--- src/rtl/alle_pkg.sv ---
// Shared types and constants for the array linked list engine.
// No dependencies; used by alle_ctrl, array_linked_list_engine and alle_chk.
`timescale 1ns / 1ps

package alle_pkg;

    localparam int DATA_W   = 32;
    localparam int MODE_W   = 3;
    localparam int STATUS_W = 2;
    localparam int MCNT_W   = 5;
    localparam int MAX_OUT  = 16;
    localparam int S_TDATA_W = 64;
    localparam int M_TDATA_W = 40;

    localparam logic [MODE_W-1:0] MODE_INS_AFTER  = 3'd0;
    localparam logic [MODE_W-1:0] MODE_INS_BEFORE = 3'd1;
    localparam logic [MODE_W-1:0] MODE_DELETE     = 3'd2;
    localparam logic [MODE_W-1:0] MODE_COUNT      = 3'd3;
    localparam logic [MODE_W-1:0] MODE_LIST       = 3'd4;

    localparam logic [STATUS_W-1:0] STATUS_OK        = 2'd0;
    localparam logic [STATUS_W-1:0] STATUS_FULL      = 2'd1;
    localparam logic [STATUS_W-1:0] STATUS_EMPTY     = 2'd2;
    localparam logic [STATUS_W-1:0] STATUS_NOT_FOUND = 2'd3;

    typedef enum logic [2:0] {
        ST_IDLE,
        ST_DISPATCH,
        ST_FREE,
        ST_START,
        ST_WALK,
        ST_LINK,
        ST_LINK2,
        ST_OUT
    } t_state;

    typedef struct packed {
        logic [MODE_W-1:0]        mode;
        logic signed [DATA_W-1:0] key;
        logic signed [DATA_W-1:0] new_value;
    } t_request;

    typedef struct packed {
        logic [STATUS_W-1:0]      status;
        logic [MCNT_W-1:0]        match_count;
        logic signed [DATA_W-1:0] element;
        logic                     last;
    } t_result;

endpackage

--- src/rtl/array_linked_list_engine.sv ---
// Top level of the array linked list engine: stream ports, output register,
// value and link RAMs. Depends on alle_pkg, alle_ram and alle_ctrl.
//
//  channel | dir | tdata                                  | tuser      | tlast
//  s_axis  | in  | [31:0] key, [63:32] new_value          | [2:0] mode | -
//  m_axis  | out | [4:0] match_count, [36:5] element,     | [1:0]      | last
//          |     | [39:37] zero                           | status     |
//
// An item is accepted and dispatched; an insert into a list that is not full
// scans for the lowest free slot; on a non-empty list each mode then walks the
// linked slots from the head, followed by the link and result states.
// List mode sends one result per cycle while the sink is ready. Reset is
// synchronous, active low, and leaves the list empty. A stalled sink holds the
// walk; s_axis_tready stays low until the item's last result sits in the
// output register.
`timescale 1ns / 1ps

module array_linked_list_engine #(
    parameter int SLOTS = 16
) (
    input  logic                            i_clk,
    input  logic                            i_rst_n,
    input  logic                            s_axis_tvalid,
    output logic                            s_axis_tready,
    input  logic [alle_pkg::S_TDATA_W-1:0]  s_axis_tdata,  // key, new_value
    input  logic [alle_pkg::MODE_W-1:0]     s_axis_tuser,  // mode
    output logic                            m_axis_tvalid,
    input  logic                            m_axis_tready,
    output logic [alle_pkg::M_TDATA_W-1:0]  m_axis_tdata,  // match_count, element
    output logic [alle_pkg::STATUS_W-1:0]   m_axis_tuser,  // status
    output logic                            m_axis_tlast
);

    localparam int AW = $clog2(SLOTS);
    localparam int IW = $clog2(SLOTS + 1);

    alle_pkg::t_request w_req;
    alle_pkg::t_result  w_res;
    alle_pkg::t_result  r_res;
    logic               r_ovalid;
    logic               w_out_free;
    logic               w_out_load;

    logic                                val_we;
    logic [AW-1:0]                       val_waddr;
    logic signed [alle_pkg::DATA_W-1:0]  val_wdata;
    logic signed [alle_pkg::DATA_W-1:0]  val_rdata;
    logic                                lnk_we;
    logic [AW-1:0]                       lnk_waddr;
    logic [IW-1:0]                       lnk_wdata;
    logic [IW-1:0]                       lnk_rdata;
    logic [AW-1:0]                       rd_addr;

    // mode, key, new_value from the top bit down
    assign w_req = {s_axis_tuser, s_axis_tdata[31:0], s_axis_tdata[63:32]};

    assign w_out_free = !r_ovalid || m_axis_tready;

    alle_ctrl #(
        .SLOTS(SLOTS)
    ) u_ctrl (
        .i_clk       (i_clk),
        .i_rst_n     (i_rst_n),
        .i_req_valid (s_axis_tvalid),
        .o_req_ready (s_axis_tready),
        .i_req       (w_req),
        .i_out_free  (w_out_free),
        .o_out_load  (w_out_load),
        .o_out       (w_res),
        .o_val_we    (val_we),
        .o_val_waddr (val_waddr),
        .o_val_wdata (val_wdata),
        .o_lnk_we    (lnk_we),
        .o_lnk_waddr (lnk_waddr),
        .o_lnk_wdata (lnk_wdata),
        .o_rd_addr   (rd_addr),
        .i_val_rdata (val_rdata),
        .i_lnk_rdata (lnk_rdata)
    );

    alle_ram #(
        .WIDTH(alle_pkg::DATA_W),
        .DEPTH(SLOTS)
    ) u_val_ram (
        .i_clk   (i_clk),
        .i_we    (val_we),
        .i_waddr (val_waddr),
        .i_wdata (val_wdata),
        .i_raddr (rd_addr),
        .o_rdata (val_rdata)
    );

    alle_ram #(
        .WIDTH(IW),
        .DEPTH(SLOTS)
    ) u_lnk_ram (
        .i_clk   (i_clk),
        .i_we    (lnk_we),
        .i_waddr (lnk_waddr),
        .i_wdata (lnk_wdata),
        .i_raddr (rd_addr),
        .o_rdata (lnk_rdata)
    );

    // output register
    always_ff @(posedge i_clk) begin
        if (!i_rst_n) begin
            r_ovalid <= 1'b0;
        end else if (w_out_load) begin
            r_ovalid <= 1'b1;
        end else if (m_axis_tready) begin
            r_ovalid <= 1'b0;
        end
    end

    always_ff @(posedge i_clk) begin
        if (w_out_load) begin
            r_res <= w_res;
        end
    end

    assign m_axis_tvalid = r_ovalid;
    assign m_axis_tdata  = {3'b000, r_res.element, r_res.match_count};
    assign m_axis_tuser  = r_res.status;
    assign m_axis_tlast  = r_res.last;

endmodule

--- src/rtl/alle_ram.sv ---
// Generic single write port, single read port RAM with registered read.
// No dependencies.
`timescale 1ns / 1ps

module alle_ram #(
    parameter int WIDTH = 32,
    parameter int DEPTH = 16
) (
    input  logic                     i_clk,
    input  logic                     i_we,
    input  logic [$clog2(DEPTH)-1:0] i_waddr,
    input  logic [WIDTH-1:0]         i_wdata,
    input  logic [$clog2(DEPTH)-1:0] i_raddr,
    output logic [WIDTH-1:0]         o_rdata
);

    logic [WIDTH-1:0] r_mem [DEPTH];
    logic [WIDTH-1:0] r_rdata;

    always_ff @(posedge i_clk) begin
        if (i_we) begin
            r_mem[i_waddr] <= i_wdata;
        end
        r_rdata <= r_mem[i_raddr];
    end

    assign o_rdata = r_rdata;

endmodule

--- src/rtl/alle_ctrl.sv ---
// Sequencer of the list engine: free-slot scan, list walk with one shared
// key comparator, link updates. Depends on alle_pkg; drives the two alle_ram.
`timescale 1ns / 1ps

module alle_ctrl #(
    parameter int SLOTS = 16
) (
    input  logic                             i_clk,
    input  logic                             i_rst_n,
    input  logic                             i_req_valid,
    output logic                             o_req_ready,
    input  alle_pkg::t_request               i_req,
    input  logic                             i_out_free,
    output logic                             o_out_load,
    output alle_pkg::t_result                o_out,
    output logic                             o_val_we,
    output logic [$clog2(SLOTS)-1:0]         o_val_waddr,
    output logic signed [alle_pkg::DATA_W-1:0] o_val_wdata,
    output logic                             o_lnk_we,
    output logic [$clog2(SLOTS)-1:0]         o_lnk_waddr,
    output logic [$clog2(SLOTS+1)-1:0]       o_lnk_wdata,
    output logic [$clog2(SLOTS)-1:0]         o_rd_addr,
    input  logic signed [alle_pkg::DATA_W-1:0] i_val_rdata,
    input  logic [$clog2(SLOTS+1)-1:0]       i_lnk_rdata
);

    localparam int AW = $clog2(SLOTS);
    localparam int IW = $clog2(SLOTS + 1);
    localparam logic [IW-1:0] END_MARK = IW'(SLOTS);

    alle_pkg::t_state r_state, n_state;

    logic [alle_pkg::MODE_W-1:0]        r_mode, n_mode;
    logic signed [alle_pkg::DATA_W-1:0] r_key, n_key;
    logic signed [alle_pkg::DATA_W-1:0] r_nv, n_nv;
    logic [SLOTS-1:0] r_used, n_used;
    logic [IW-1:0]    r_head, n_head;
    logic [IW-1:0]    r_count, n_count;
    logic [AW-1:0]    r_scan, n_scan;
    logic [AW-1:0]    r_free, n_free;
    logic [AW-1:0]    r_cur, n_cur;
    logic [IW-1:0]    r_prev, n_prev;
    logic [IW-1:0]    r_next, n_next;
    logic [IW-1:0]    r_step, n_step;
    logic [IW-1:0]    r_hits, n_hits;
    logic [alle_pkg::STATUS_W-1:0] r_res_status, n_res_status;
    logic [IW-1:0]    r_res_cnt, n_res_cnt;

    logic            w_ins;
    logic            w_full;
    logic            w_empty;
    logic            w_slot_free;
    logic            w_eq;
    logic            w_last_step;
    logic            w_list_last;
    logic [IW+4:0]   w_res_ext;
    logic [IW+4:0]   w_count_ext;
    logic [IW+4:0]   w_step_ext;

    assign w_ins = (r_mode == alle_pkg::MODE_INS_AFTER) ||
                   (r_mode == alle_pkg::MODE_INS_BEFORE);
    assign w_full      = (r_count == IW'(SLOTS));
    assign w_empty     = (r_count == '0);
    assign w_slot_free = !r_used[r_scan];
    // the shared comparator: stored value against the key
    assign w_eq        = (i_val_rdata == r_key);
    assign w_last_step = (IW'(r_step + IW'(1)) == r_count);
    assign w_step_ext  = {5'b0, r_step};
    assign w_list_last = w_last_step ||
                         (w_step_ext == (IW + 5)'(alle_pkg::MAX_OUT - 1));
    // match_count carries the low five bits of a count
    assign w_res_ext   = {5'b0, r_res_cnt};
    assign w_count_ext = {5'b0, r_count};

    assign o_req_ready = (r_state == alle_pkg::ST_IDLE);

    always_ff @(posedge i_clk) begin
        if (!i_rst_n) begin
            r_state <= alle_pkg::ST_IDLE;
            r_used  <= '0;
            r_head  <= END_MARK;
            r_count <= '0;
        end else begin
            r_state <= n_state;
            r_used  <= n_used;
            r_head  <= n_head;
            r_count <= n_count;
        end
    end

    always_ff @(posedge i_clk) begin
        r_mode       <= n_mode;
        r_key        <= n_key;
        r_nv         <= n_nv;
        r_scan       <= n_scan;
        r_free       <= n_free;
        r_cur        <= n_cur;
        r_prev       <= n_prev;
        r_next       <= n_next;
        r_step       <= n_step;
        r_hits       <= n_hits;
        r_res_status <= n_res_status;
        r_res_cnt    <= n_res_cnt;
    end

    // next state
    always_comb begin
        n_state = r_state;
        case (r_state)
            alle_pkg::ST_IDLE: begin
                if (i_req_valid) begin
                    n_state = alle_pkg::ST_DISPATCH;
                end
            end
            alle_pkg::ST_DISPATCH: begin
                case (r_mode)
                    alle_pkg::MODE_INS_AFTER, alle_pkg::MODE_INS_BEFORE: begin
                        n_state = w_full ? alle_pkg::ST_OUT : alle_pkg::ST_FREE;
                    end
                    alle_pkg::MODE_DELETE, alle_pkg::MODE_COUNT,
                    alle_pkg::MODE_LIST: begin
                        n_state = w_empty ? alle_pkg::ST_OUT : alle_pkg::ST_START;
                    end
                    default: n_state = alle_pkg::ST_OUT;
                endcase
            end
            alle_pkg::ST_FREE: begin
                if (w_slot_free) begin
                    n_state = w_empty ? alle_pkg::ST_OUT : alle_pkg::ST_START;
                end
            end
            alle_pkg::ST_START: n_state = alle_pkg::ST_WALK;
            alle_pkg::ST_WALK: begin
                case (r_mode)
                    alle_pkg::MODE_INS_AFTER, alle_pkg::MODE_INS_BEFORE,
                    alle_pkg::MODE_DELETE: begin
                        if (w_eq) begin
                            n_state = alle_pkg::ST_LINK;
                        end else if (w_last_step) begin
                            n_state = alle_pkg::ST_OUT;
                        end
                    end
                    alle_pkg::MODE_COUNT: begin
                        if (w_last_step) begin
                            n_state = alle_pkg::ST_OUT;
                        end
                    end
                    alle_pkg::MODE_LIST: begin
                        if (i_out_free && w_list_last) begin
                            n_state = alle_pkg::ST_IDLE;
                        end
                    end
                    default: n_state = alle_pkg::ST_OUT;
                endcase
            end
            alle_pkg::ST_LINK: begin
                case (r_mode)
                    alle_pkg::MODE_INS_AFTER: n_state = alle_pkg::ST_LINK2;
                    alle_pkg::MODE_INS_BEFORE: begin
                        n_state = (r_prev == END_MARK) ? alle_pkg::ST_OUT
                                                       : alle_pkg::ST_LINK2;
                    end
                    default: n_state = alle_pkg::ST_OUT;
                endcase
            end
            alle_pkg::ST_LINK2: n_state = alle_pkg::ST_OUT;
            alle_pkg::ST_OUT: begin
                if (i_out_free) begin
                    n_state = alle_pkg::ST_IDLE;
                end
            end
            default: n_state = alle_pkg::ST_IDLE;
        endcase
    end

    // datapath, memory ports and result load
    always_comb begin
        n_mode       = r_mode;
        n_key        = r_key;
        n_nv         = r_nv;
        n_used       = r_used;
        n_head       = r_head;
        n_count      = r_count;
        n_scan       = r_scan;
        n_free       = r_free;
        n_cur        = r_cur;
        n_prev       = r_prev;
        n_next       = r_next;
        n_step       = r_step;
        n_hits       = r_hits;
        n_res_status = r_res_status;
        n_res_cnt    = r_res_cnt;

        o_val_we    = 1'b0;
        o_val_waddr = r_free;
        o_val_wdata = r_nv;
        o_lnk_we    = 1'b0;
        o_lnk_waddr = r_free;
        o_lnk_wdata = r_next;
        o_rd_addr   = r_cur;
        o_out_load  = 1'b0;
        o_out.status      = r_res_status;
        o_out.match_count = w_res_ext[alle_pkg::MCNT_W-1:0];
        o_out.element     = '0;
        o_out.last        = 1'b1;

        case (r_state)
            alle_pkg::ST_IDLE: begin
                if (i_req_valid) begin
                    n_mode = i_req.mode;
                    n_key  = i_req.key;
                    n_nv   = i_req.new_value;
                end
            end
            alle_pkg::ST_DISPATCH: begin
                n_scan = '0;
                if (w_ins) begin
                    n_res_status = alle_pkg::STATUS_FULL;
                    n_res_cnt    = r_count;
                end else if ((r_mode == alle_pkg::MODE_DELETE) ||
                             (r_mode == alle_pkg::MODE_COUNT) ||
                             (r_mode == alle_pkg::MODE_LIST)) begin
                    n_res_status = alle_pkg::STATUS_EMPTY;
                    n_res_cnt    = '0;
                end else begin
                    n_res_status = alle_pkg::STATUS_OK;
                    n_res_cnt    = r_count;
                end
            end
            alle_pkg::ST_FREE: begin
                if (w_slot_free) begin
                    n_free = r_scan;
                    if (w_empty) begin
                        // first element: becomes head, link to end
                        o_val_we     = 1'b1;
                        o_val_waddr  = r_scan;
                        o_lnk_we     = 1'b1;
                        o_lnk_waddr  = r_scan;
                        o_lnk_wdata  = END_MARK;
                        n_used[r_scan] = 1'b1;
                        n_head       = IW'(r_scan);
                        n_count      = IW'(1);
                        n_res_status = alle_pkg::STATUS_OK;
                        n_res_cnt    = IW'(1);
                    end
                end else begin
                    n_scan = AW'(r_scan + AW'(1));
                end
            end
            alle_pkg::ST_START: begin
                o_rd_addr = r_head[AW-1:0];
                n_cur     = r_head[AW-1:0];
                n_prev    = END_MARK;
                n_step    = '0;
                n_hits    = '0;
            end
            alle_pkg::ST_WALK: begin
                case (r_mode)
                    alle_pkg::MODE_INS_AFTER, alle_pkg::MODE_INS_BEFORE,
                    alle_pkg::MODE_DELETE: begin
                        if (w_eq) begin
                            n_next = i_lnk_rdata;
                        end else if (w_last_step) begin
                            n_res_status = alle_pkg::STATUS_NOT_FOUND;
                            n_res_cnt    = r_count;
                        end else begin
                            o_rd_addr = i_lnk_rdata[AW-1:0];
                            n_cur     = i_lnk_rdata[AW-1:0];
                            n_prev    = IW'(r_cur);
                            n_step    = IW'(r_step + IW'(1));
                        end
                    end
                    alle_pkg::MODE_COUNT: begin
                        n_hits = IW'(r_hits + IW'(w_eq));
                        if (w_last_step) begin
                            n_res_status = alle_pkg::STATUS_OK;
                            n_res_cnt    = IW'(r_hits + IW'(w_eq));
                        end else begin
                            o_rd_addr = i_lnk_rdata[AW-1:0];
                            n_cur     = i_lnk_rdata[AW-1:0];
                            n_step    = IW'(r_step + IW'(1));
                        end
                    end
                    alle_pkg::MODE_LIST: begin
                        // stalled sink: re-read the same slot
                        if (i_out_free) begin
                            o_out_load        = 1'b1;
                            o_out.status      = alle_pkg::STATUS_OK;
                            o_out.match_count = w_count_ext[alle_pkg::MCNT_W-1:0];
                            o_out.element     = i_val_rdata;
                            o_out.last        = w_list_last;
                            if (!w_list_last) begin
                                o_rd_addr = i_lnk_rdata[AW-1:0];
                                n_cur     = i_lnk_rdata[AW-1:0];
                                n_step    = IW'(r_step + IW'(1));
                            end
                        end
                    end
                    default: begin
                        n_res_status = alle_pkg::STATUS_OK;
                        n_res_cnt    = r_count;
                    end
                endcase
            end
            alle_pkg::ST_LINK: begin
                case (r_mode)
                    alle_pkg::MODE_INS_AFTER: begin
                        o_val_we     = 1'b1;
                        o_lnk_we     = 1'b1;
                        o_lnk_wdata  = r_next;
                        n_used[r_free] = 1'b1;
                        n_count      = IW'(r_count + IW'(1));
                        n_res_status = alle_pkg::STATUS_OK;
                        n_res_cnt    = IW'(r_count + IW'(1));
                    end
                    alle_pkg::MODE_INS_BEFORE: begin
                        o_val_we     = 1'b1;
                        o_lnk_we     = 1'b1;
                        o_lnk_wdata  = IW'(r_cur);
                        n_used[r_free] = 1'b1;
                        n_count      = IW'(r_count + IW'(1));
                        n_res_status = alle_pkg::STATUS_OK;
                        n_res_cnt    = IW'(r_count + IW'(1));
                        if (r_prev == END_MARK) begin
                            n_head = IW'(r_free);
                        end
                    end
                    default: begin
                        // delete: bypass the matched slot
                        if (r_prev == END_MARK) begin
                            n_head = r_next;
                        end else begin
                            o_lnk_we    = 1'b1;
                            o_lnk_waddr = r_prev[AW-1:0];
                            o_lnk_wdata = r_next;
                        end
                        n_used[r_cur] = 1'b0;
                        n_count      = IW'(r_count - IW'(1));
                        n_res_status = alle_pkg::STATUS_OK;
                        n_res_cnt    = IW'(r_count - IW'(1));
                    end
                endcase
            end
            alle_pkg::ST_LINK2: begin
                o_lnk_we    = 1'b1;
                o_lnk_waddr = (r_mode == alle_pkg::MODE_INS_AFTER) ? r_cur
                                                                   : r_prev[AW-1:0];
                o_lnk_wdata = IW'(r_free);
            end
            alle_pkg::ST_OUT: begin
                o_out_load = i_out_free;
            end
            default: begin
                n_scan = r_scan;
            end
        endcase
    end

endmodule

--- config.mk ---
export PLATFORM = sky130hd
export DESIGN_NAME = array_linked_list_engine
export DESIGN_NICKNAME = d
export VERILOG_FILES = /design/src/rtl/alle_pkg.sv /design/src/rtl/array_linked_list_engine.sv /design/src/rtl/alle_ram.sv /design/src/rtl/alle_ctrl.sv
export SDC_FILE = /design/constraint.sdc
export NUM_CORES = 1
export LEC_CHECK = 0
export BUFFER_PORTS_ARGS = -buffer_cell sky130_fd_sc_hd__buf_2
export CORE_AREA = 3 3 235 237
export CTS_CLUSTER_DIAMETER = 120
export DETAILED_ROUTE_END_ITERATION = 10
export DIE_AREA = 0 0 238 240
export PLACE_DENSITY = 0.76
export SYNTH_ARGS = -nofsm -noshare
export SYNTH_HDL_FRONTEND = slang
export SYNTH_HIERARCHICAL = 1
export SYNTH_SLANG_ARGS = --single-unit
--- constraint.sdc ---
create_clock -name i_clk -period 7.55 [get_ports i_clk]
set_input_delay 1.8875 -clock i_clk [delete_from_list [all_inputs] [get_ports i_clk]]
set_output_delay 1.8875 -clock i_clk [all_outputs]
set_load 0.01 [all_outputs]
# == Word level (Yosys, flattened, before mapping) ==
# Memory sizes are Yosys's and may differ from the RTL's. A register that Yosys moved wholly into a read port is not among the register bits.
# Index checks and enable logic that the tools add are counted.
# totals
register_bits,175
mem_bits_rw,592
input_bits,71
out_inout_bits,45
elab_cells,208
n_memories,2
# memory_table
name,words,word_bits,read_ports,rd_clocked_by_memory_dff,write_ports,line,text
u_val_ram.r_mem,16,32,1,1,1,alle_ram.sv:17,logic [WIDTH-1:0] r_mem [DEPTH];
u_lnk_ram.r_mem,16,5,1,1,1,alle_ram.sv:17,
# classes
n_addsub,5
order_cmp,6
eq_ne,35
muxes,101
bitwise_logic,5
n_reduce_logical,33
# op_table
cell,n
two-way mux 40 bit,3
two-way mux 5 bit,19
two-way mux 4 bit,15
two-way mux 16 bit,3
one-hot mux 5 bit (3 select lines),3
one-hot mux 5 bit (2 select lines),4
equality test 32 bit,1
OR 16 bit,2
one-hot mux 16 bit (2 select lines),1
one-hot mux 4 bit (2 select lines),4
two-way mux 3 bit,8
one-hot mux 3 bit (8 select lines),1
one-hot mux 4 bit (3 select lines),2
one-hot mux 5 bit (4 select lines),1
two-way mux 1 bit,18
bitwise AND 16 bit,1
NOT 16 bit,1
"equality test 3 bit, second input constant",5
"less-than comparator 4 x 5 -> 1 bit, second input constant",3
two-way mux 2 bit,7
"!= test 2 bit, second input constant",7
demux 1 bit (select 4 bit),3
"equality test 3 x 2 -> 1 bit, second input constant",4
">= comparator 4 x 1 -> 1 bit, second input constant",3
other kinds (34),66

# == Depth between registers and ports, before layout ==
# logic_depth
word_depth,8
depth_mapped,15
mapped_depth_nobuf,12

# == Hierarchy ==
# Netlist, hierarchy kept.
# modules_own_cells
module,instances,cells_per_inst,area_each_um2
alle_ram at u_val_ram,1,838,19835.3
alle_ctrl,1,670,7064.3
alle_ram at u_lnk_ram,1,155,3213.1
array_linked_list_engine,1,48,1276.2

# == Worst setup path after synthesis ==
# OpenSTA, ideal clock, no wires.
# synth_timing
kind,register -> register
start,reg u_ctrl.r_scan[0]
end,mem u_val_ram.r_mem[0][0] (enable)
setup_ns,0.461
t_arrival_ns,4.872
required_ns,7.089
path_slack_ns,2.217
path_stages_with_launch,10
path_buffers,2
synth_period_minus_slack_ns,5.333
path_cell_list,edfxtp_1 -> buf_6 -> mux4_2 -> mux4_2 -> nand2b_4 -> clkbuf_1 -> nand2_1 -> o21ai_0 -> or3b_2 -> nor3_1
# synth_via
elab_cells_between_ends,9
cone_classes,mux: 9
# synth_rtl
element,line,text
from (decl),alle_ctrl.sv:39,"logic [AW-1:0] r_scan, n_scan;"
from (signal assigned),alle_ctrl.sv:95,r_scan <= n_scan;
binary-select mux 1 bit (select 4 bit),alle_ctrl.sv:64,assign w_slot_free = !r_used[r_scan];
two-way mux 1 bit (not written as such),alle_ctrl.sv:64,
two-way mux 4 bit,alle_ctrl.sv:231,if (w_slot_free) begin
two-way mux 4 bit,alle_ctrl.sv:207,case (r_state)
via val_waddr[2],array_linked_list_engine.sv:45,logic [AW-1:0] val_waddr;
to (decl),alle_ram.sv:17,
# The timed path passes the listed nets, and every way through them passes these cells. The select of a mux whose other input is x is not followed.

# == Worst setup path in the final report ==
# layout_timing
start,reg u_ctrl.r_state[2]
end,"reg u_val_ram.r_rdata[5], in the netlist u_val_ram/o_rdata[5], read port of u_val_ram.r_mem"
# layout_via
elab_chain_len,2
elab_cells_between_ends,3
cone_classes,eq/ne: 2; mux: 1
# layout_rtl
element,line,text
from (decl),alle_ctrl.sv:31,"alle_pkg::t_state r_state, n_state;"
from (signal assigned),alle_ctrl.sv:79,r_state <= alle_pkg::ST_IDLE;
from (signal assigned),alle_ctrl.sv:84,r_state <= n_state;
equality test 3 bit / equality test 3 x 2 -> 1 bit (equally long branches),alle_ctrl.sv:207,
one-hot mux 4 bit (2 select lines) (*),-,
via rd_addr[1],array_linked_list_engine.sv:52,logic [AW-1:0] rd_addr;
to (decl),alle_ram.sv:18,logic [WIDTH-1:0] r_rdata;
# Mark *: on every way through the listed nets, which the timed path passes. The rest lies on a longest branch.
# A chain may end at the register's enable or synchronous reset.

==> flow_summary.yaml <==
final_layout:
  diodes: 0
  nets: 1905
  final_util_pct: 65.0
  syn2layout_area_growth_pct: 13.1
  nFillCells: 3471
  layout-drive-gt1-share_pct: 24.4
  instances_no_fill: 2581
setup_path:
  cp_slowest_stage_delay_ns: 0.89
  cp.required_ns: 8.03
  arrival_ns: 5.57
  endpoint_kind: "flip-flop"
  crit_chain: "nand2b_1, nor2_1, clkinv_1, nor2b_1, nand4_1, o211ai_1, o21bai_4, buf_4, mux4_2, a22oi_1, nand2_1"
  cp_max_fo: 43
  worstSetupPathType: "flip-flop to flip-flop"
  critPathLaunchType: "flip-flop"
  crit_slowest_cell: "dfxtp_1"
cts:
  cts_buffers: 78
  cts_resized: 0
  cts.clk_slew.worst_paths_ns: 0.06
  ctsHoldBuffers: 0
  clock_latency_ns: 0.62
  clockBufferDepth: 3
  cts.sinks: 786
  cts_setup_buffers: 0
  cts_max_level: 3
  clockRootBuffer: "clkbuf_16"
  cts_tree: "yes"
timing:
  rsz0062_at_grt: "false"
  fmax_mhz: 196
  final_period_minus_worst_setup_slack_ns: 5.09
  relSlewSlack_pct: 21.2
  min_period_over_period_pct: 67.4
  fin_ws_ns: 2.46
  fin_hold_ws_ns: 0.474
  worstMarginPinSlew_ns: 1.17
  setup_viol: 0
  hold_viol_final: 0
  setup_tns_ns: 0
  clock_skew_ns: 0.0314
  slew_violations: 0
placement:
  pre_cts_slack_ns: 2.38
  dp.cells: 2438
  gp_congestion: 0.858
  io_buffer_count: 112
  hpwl_um: 41000
synth:
  syn_area_per_cell_um2: 18.3
  synth_warnings: 6
  netlist_area_um2: 30700
  synth_cells: 1683
die:
  std_cell_rows: 85
  ios: 116
  start_util_pct: 57.5
  core_um2: 53500
  die_h_um: 240
  dieArea_um2: 57100
  die_x_um: 238
pwr:
  power.leakage_nw: 11.3
  power_density_nw_per_um2: 381
  irDropWorstVdd_v: 0.000429
global_route:
  first_global_vias: 16700
  grt_overflow: 0
  antenna_found_initial: 0
  grt_usage_pct: 25.1
  grt_max_degree: 105
  grt_pass1_wl_um: 106000
drt:
  wire_per_inst_um: 27.3
  dr_total_vias: 16500
  drc: 0
  dr.pass1.iters: 7
  drtIter0Drc: 1938
  via_per_inst: 6.38
  antenna_left: 0
  totalWireLength_um: 70500
status:
  status: "completed"
worst_hold_path:
  hp-class: "flip-flop to flip-flop"
run:
  cap_violations: 0
-- flip-flops by register name (all words and copies together), names as in the netlist, 5 cells and up --
name,cells
u_lnk_ram/r_mem,64
u_ctrl/r_used,16
u_ctrl/r_count,5
u_ctrl/r_step,5
u_ctrl/r_prev,5
u_val_ram/r_mem,512
u_ctrl/r_key,32
m_axis_tdata,37
u_val_ram/o_rdata,32
u_ctrl/r_hits,5
u_ctrl/r_res_cnt,5
u_ctrl/o_val_wdata,32
-- power breakdown --
| part | total [mW] | switching [mW] | internal (mW) |
|---|---|---|---|
| combinational | 3.49 | 1.97 | 1.52 |
| clock | 3.86 | 1.62 | 2.24 |
| sequential | 5.91 | 0.498 | 5.41 |
| total | 13.3 | 4.09 | 9.17 |
-- worst paths after layout --
check,startpoint,end,slack (ns),depth (start not counted)
hold reg to reg,u_ctrl/r_head[2],u_ctrl/r_head[2],0.47,2
setup / recovery,u_ctrl/r_state[2],u_val_ram/o_rdata[5],2.46,11
setup reg to reg,u_ctrl/r_state[2],u_val_ram/o_rdata[5],2.46,11
hold / removal,u_ctrl/r_head[2],u_ctrl/r_head[2],0.47,2
-- per-layer routing --
layer	GRT usage [%]	wire length (µm)	part of all wire (%)	vias up
met4	9.16	1900	2.7	0
li1	-	-	-	7009
met5	0	0	0	-
met3	5.78	6370	9.0	115
met1	35.1	28100	40	8480
met2	39.7	34100	48	875
-- cells in the final DEF, fill, tap and decap left out, types with 4 or more instances in the layout --
master / count
nor4_1: 4
clkbuf_16: 79
and2_1: 38
o22ai_1: 6
clkinv_1: 12
edfxtp_1: 717
bufinv_16: 7
nand3b_1: 7
a221o_1: 5
o21ai_0: 54
nor2b_1: 14
clkbuf_1: 17
a22oi_1: 74
ha_1: 11
nand2_1: 108
a21boi_0: 10
nor2_4: 13
a21oi_1: 33
mux2_2: 6
clkbuf_8: 6
o2111ai_1: 5
xnor2_1: 41
nor3_1: 14
nand4_1: 15
o211ai_1: 4
a22o_1: 9
clkinvlp_4: 4
buf_4: 34
xor2_1: 7
clkinv_2: 13
nor2_1: 46
nand3_1: 30
and3_1: 10
buf_2: 112
nand2b_1: 10
mux4_2: 149
or3b_2: 4
inv_1: 18
nor3_2: 5
dfxtp_1: 69
-- worst max-delay path, delay by kind of cell (launching register included) --
kind | cells | cell delay [ns]
flip-flops | 1 | 0.89
AND/OR/NAND/NOR | 5 | 1.47
AO/OA/AOI/OAI | 3 | 0.86
multiplexers | 1 | 0.43
buffers and inverters | 2 | 1.24
-- through the flow --
stage	power (mW)	area, µm²
2_1_floorplan	8.39	30700
3_3_place_gp	9.36	32200
3_5_place_dp	9.44	32200
4_1_cts	13.3	34800
5_1_grt	13.8	34800
6_report	13.3	34800
-- area by class of cell --
| type | count | area, µm² | area share [%] |
|---|---|---|---|
| Sequential cell | 786 | 22900 | 65.9 |
| Timing Repair Buffer | 148 | 856 | 2.46 |
| Tap cell | 696 | 871 | 2.50 |
| Clock buffer | 102 | 2120 | 6.11 |
| Multi-Input combinational cell | 789 | 7490 | 21.5 |
| Inverter | 19 | 71.3 | 0.205 |
| Clock inverter | 41 | 453 | 1.30 |
Power figures use the tool's default switching activity.
